### config.mk
export PLATFORM = sky130hd
export DESIGN_NAME = vss_front
export DESIGN_NICKNAME = d
export VERILOG_FILES = /design/src/vss_pkg.sv /design/src/vss_front.sv
export SDC_FILE = /design/constraint.sdc
export NUM_CORES = 1
export LEC_CHECK = 0
export BUFFER_PORTS_ARGS = -buffer_cell sky130_fd_sc_hd__buf_2
export CORE_MARGIN = 4
export CORE_UTILIZATION = 35
export CTS_BUF_LIST = sky130_fd_sc_hd__clkbuf_8
export DETAILED_ROUTE_END_ITERATION = 8
export GPL_TIMING_DRIVEN = 0
export PLACE_DENSITY = 0.65
export SYNTH_ARGS = -nofsm -noshare
export SYNTH_HDL_FRONTEND = slang
export SYNTH_SLANG_ARGS = --single-unit
export TNS_END_PERCENT = 20
### constraint.sdc
create_clock -name clk -period 6.9 [get_ports clk]
set_input_delay 1.38 -clock clk [delete_from_list [all_inputs] [get_ports clk]]
set_output_delay 1.38 -clock clk [all_outputs]
set_load 0.02 [all_outputs]
### src/vss_pkg.sv
// Shared types and constants for the view stride solver.
// No dependencies.
`default_nettype none
package vss_pkg;
  localparam int MaxDimsDefault = 8;
  localparam int QueueDepth = 2;

  typedef enum logic [1:0] {
    CMD_LOAD_OLD = 2'd0,
    CMD_LOAD_NEW = 2'd1,
    CMD_SOLVE    = 2'd2,
    CMD_NOP      = 2'd3
  } cmd_t;

  typedef struct packed {
    logic [1:0]  command;
    logic [31:0] dim_size;
    logic [47:0] dim_stride;
  } in_item_t;

  typedef struct packed {
    logic [47:0] new_stride;
    logic [2:0]  dim_index;
    logic        has_stride;
    logic        ok;
    logic        last;
  } out_item_t;

  localparam logic [63:0] Limit63 = 64'h7FFF_FFFF_FFFF_FFFF;
  localparam logic [63:0] Mask48  = 64'h0000_FFFF_FFFF_FFFF;
endpackage
`default_nettype wire

### src/vss_front.sv
// Front end: accepts command transactions, drops no-ops, queues the rest.
// Depends on vss_pkg.
`default_nettype none
module vss_front import vss_pkg::*; (
  input  wire logic     clk,
  input  wire logic     rst,
  input  wire logic     start,
  input  wire in_item_t item,
  output logic          busy,
  output in_item_t      q_item,
  output logic          q_valid,
  input  wire logic     q_pop
);
  in_item_t     q [QueueDepth];
  logic         wp, rp;
  logic [1:0]   cnt;
  logic         push;

  assign busy    = (cnt == 2'(QueueDepth));
  assign push    = start && !busy && (item.command != CMD_NOP);
  assign q_valid = (cnt != 2'd0);
  assign q_item  = q[rp];

  always_ff @(posedge clk) begin
    if (push) q[wp] <= item;
    if (rst) begin
      wp <= 1'b0; rp <= 1'b0; cnt <= 2'd0;
    end else begin
      if (push) wp <= ~wp;
      if (q_pop) rp <= ~rp;
      cnt <= cnt + 2'(push) - 2'(q_pop);
    end
  end
endmodule
`default_nettype wire

==> flow_metrics.env <==
export IMPL_outcome="completed"
export IMPL_worst_path_max_delay_cell="sky130_fd_sc_hd__mux2_2"
export IMPL_relSlewSlack_pct=43.6
export IMPL_post_cts_setup_buffer_count=0
export IMPL_min_from="rp"
export IMPL_holdBufCountCts=0
export IMPL_top_level_ports=170
export IMPL_core_area_sq_um=17400
export IMPL_floorplan_initialDensity_pct=35.8
export IMPL_cts_path_max_buffers=2
export IMPL_cts_sinks=169
export IMPL_power_per_cell_area_nw_per_um2=303
export IMPL_clk_insertion_delay_late_ps=440
export IMPL_achievable_frequency_ghz=0.326
export IMPL_crit_path_cell_trace="buf_6, buf_6, mux2_2, buf_2"
export IMPL_post_synth_instance_area_sq_um=6210
export IMPL_skew_ps=7.47
export IMPL_holdPathStages=2
export IMPL_critical_path_cell_count=4
export IMPL_finalWirelength_um=11600
export IMPL_synth_cell_types=16
export IMPL_muxShareOfSynthArea_pct=15.1
export IMPL_cp_max_fo=10
export IMPL_critical_path_top_delay_family="buffers and inverters"
export IMPL_setup_worst_path_class="flop to primary output"
export IMPL_route_antenna_remaining_nets=0
export IMPL_post_route_drc_count=0
export IMPL_yosys_warnings=0
export IMPL_post_synth_top_count_cell="sky130_fd_sc_hd__edfxtp_1"
export IMPL_via_count_of_the_routed_design=3157
export IMPL_drt_first_pass_iters=4
export IMPL_port_buffers=169
export IMPL_required_ps=5520
export IMPL_grt_total_usage_pct=11.8
export IMPL_via_count_of_the_first_global_routing_pass=3432
export IMPL_layout_nets=560
export IMPL_period_share_pct=44.4
export IMPL_worst_r2r_endpoint="q[1][20]"
export IMPL_drt_iter0_drc=119
export IMPL_ys_async_sr_fraction_pct=0
export IMPL_number_of_buffers_inserted_during_clock_tree_synthesis=17
export IMPL_post_place_cells=678
export IMPL_post_drt_wl_per_cell_um=16.4
export IMPL_detailed_place_hpwl_um=7990
export IMPL_synth_ff_latch_count=169
export IMPL_worst_reg2reg_startpoint="cnt[1]"
export IMPL_critical_path_top_cell_by_count="sky130_fd_sc_hd__buf_6"
export IMPL_placementRows=48
export IMPL_post_synth_xor_area_fraction_pct=0.423
export IMPL_hold_path_class="flop to flop"
export IMPL_cts_root_buf="sky130_fd_sc_hd__clkbuf_8"
export IMPL_vias_per_cell=4.44
export IMPL_dieWidth_um=141
export IMPL_holdWs_ps=529
export IMPL_mean_post_synth_cell_area_sq_um=22.2
export IMPL_gp_congestion=0.725
export IMPL_fin_total_pwr_w=0.00237
export IMPL_layout_min_cycle_time_ps=3060
export IMPL_initial_antenna_violation_count=1
export IMPL_cts_clock_pin_slew_for_the_worst_setup_and_hold_paths_ps=90
export IMPL_grt_setup_unrepaired="false"
export IMPL_die_height_um=141
export IMPL_detailedPlace_worstSlack_ps=3540
export IMPL_final_layout_size_suffix_gt1_share_pct=62.1
export IMPL_yosys_most_used_dff="sky130_fd_sc_hd__edfxtp_1"
export IMPL_htree_levels=4
export IMPL_layout_setup_ws_ps=3840
export IMPL_post_synth_and_or_nand_nor_area_fraction_pct=1.23
export IMPL_synth_area_in_compound_gates_pct=0
export IMPL_mappedNetlistNets=368
export IMPL_synth_edf_count=164
export IMPL_endpoint_kind="primary output"
export IMPL_post_route_util_pct=45.1
export IMPL_worst_slew_pin_tran_ps=844
export IMPL_syn_instance_count=280
export IMPL_max_vdd_ir_drop_mv=0.139
export IMPL_synth_largest_area_cell="sky130_fd_sc_hd__edfxtp_1"
export IMPL_total_congestion_overflow_after_global_routing=0
export IMPL_netlist_area_leader_share_pct=79.3
export IMPL_finalSetupViolCount=0
export IMPL_ff2ff_path_depth=5
export IMPL_netlist_top_cells_area="sky130_fd_sc_hd__edfxtp_1, sky130_fd_sc_hd__mux2_2, sky130_fd_sc_hd__dfxtp_1, sky130_fd_sc_hd__clkbuf_8, sky130_fd_sc_hd__buf_6"
export IMPL_worst_path_largest_cell_delay_ps=350
export IMPL_instances_no_fill=711
export IMPL_cts_resized_gates=0
export IMPL_cp_arrival_ps=1680
export IMPL_yosys_area_share_adder_pct=0.403
export IMPL_critical_path_startpoint_type="flop"
export IMPL_grt_start_max_net_pins=31
export IMPL_final_max_slew_viol_count=0
export IMPL_standby_leakage_power_nw=2.90
export IMPL_critPathCapture="q_item[74]"
export IMPL_cp_buffers_inverters=3
export IMPL_dominant_combinational_cell_family_by_area_after_synthesis="multiplexers"
export IMPL_synth_common_cells="sky130_fd_sc_hd__edfxtp_1, sky130_fd_sc_hd__mux2_2, sky130_fd_sc_hd__nor2_1, sky130_fd_sc_hd__clkbuf_8, sky130_fd_sc_hd__dfxtp_1"
export IMPL_areaGrowthSynthToFinish_pct=25.9
export IMPL_finalHoldViolations=0
export IMPL_cap_violations=0
export IMPL_synth_sequential_area_ratio_pct=80.9
export IMPL_timing_reg2reg_setup_slack_ps=4710
export IMPL_global_route_wire_length_before_repair_um=17900
export IMPL_design_die_area_sq_um=19900
export IMPL_tritoncts="built"
-- cells by family (layout without fill, tap and decap cells) --
logic type               after synthesis  in the layout
flip-flops                           169            169
multiplexers                          83             83
AND/OR/NAND/NOR                       12             12
buffers and inverters                 11            216
XOR/XNOR                               3              3
adder cells (fa/ha/maj)                2              2
other                                  0              1
-- flip-flops by register name (all words and copies together), names as in the netlist, named ones only --
register  count
wp            1
cnt           2
q           164
rp            1
-- layout make-up --
cell class	count	area (sq um)
antenna	1	2.50
buffer	9	114
clock buffer	17	234
clock inverter	15	150
fill	1540	9540
inverter	2	7.51
multi-input combinational	100	1080
sequential	169	5020
tap	225	282
timing repair buffer	173	926
-- report_power, final --
| group | leakage, nW | switching (W) | total (W) | internal [W] |
|---|---|---|---|---|
| sequential | 1.56 | 0.0000237 | 0.00127 | 0.00124 |
| combinational | 1.15 | 0.000251 | 0.000425 | 0.000174 |
| clock | 0.190 | 0.000355 | 0.000678 | 0.000322 |
| total | 2.90 | 0.000630 | 0.00237 | 0.00174 |
-- routing by layer --
metal / GRT usage, % / share of wire [%]
met1: 13.8 / 39
met2: 19.7 / 51
met3: 5.05 / 8.2
met4: 3.98 / 1.5
met5: 0 / 0
-- worst reg2reg max path, delay by kind of cell (launching register included) --
kind	cells	cell delay, ps
buffers and inverters	2	530
AND/OR/NAND/NOR	3	1000
flip-flops	1	340
-- placed cells by master (no fill, tap or decap) --
cell,Yosys,final
sky130_fd_sc_hd__clkinvlp_4,0,3
sky130_fd_sc_hd__buf_6,4,4
sky130_fd_sc_hd__xnor2_1,2,2
sky130_fd_sc_hd__nor2_4,0,2
sky130_fd_sc_hd__nand2_1,1,1
sky130_fd_sc_hd__dfxtp_1,5,5
sky130_fd_sc_hd__or2_2,1,1
sky130_fd_sc_hd__buf_12,0,4
sky130_fd_sc_hd__buf_2,0,169
sky130_fd_sc_hd__bufinv_16,0,2
sky130_fd_sc_hd__clkinv_1,0,1
sky130_fd_sc_hd__diode_2,0,1
sky130_fd_sc_hd__inv_1,2,2
sky130_fd_sc_hd__mux2_4,1,1
sky130_fd_sc_hd__ha_1,2,2
sky130_fd_sc_hd__nand3b_4,1,1
sky130_fd_sc_hd__xor2_1,1,1
sky130_fd_sc_hd__nor2b_4,1,1
sky130_fd_sc_hd__nor2_1,7,5
sky130_fd_sc_hd__nor2b_1,1,1
sky130_fd_sc_hd__mux2_2,82,82
sky130_fd_sc_hd__clkbuf_8,5,22
sky130_fd_sc_hd__edfxtp_1,164,164
sky130_fd_sc_hd__clkinv_4,0,1
sky130_fd_sc_hd__inv_6,0,4
sky130_fd_sc_hd__clkinv_2,0,4
-- stage by stage --
| step | TNS, ps | area (sq um) |
|---|---|---|
| 3_5_place_dp | 0 | 7430 |
| 4_1_cts | 0 | 7820 |
| 6_report | 0 | 7820 |
| 5_1_grt | 0 | 7820 |
| 2_1_floorplan | 0 | 6210 |
| 3_3_place_gp | -124580 | 7340 |
-- how the worst min path moves through the flow --
stage | to
after detailed placement | flop
after global routing | rp
after global placement | rp
after floorplan | flop
after CTS | flop
final | flop
Note: power is estimated with default switching activity, not from simulation.
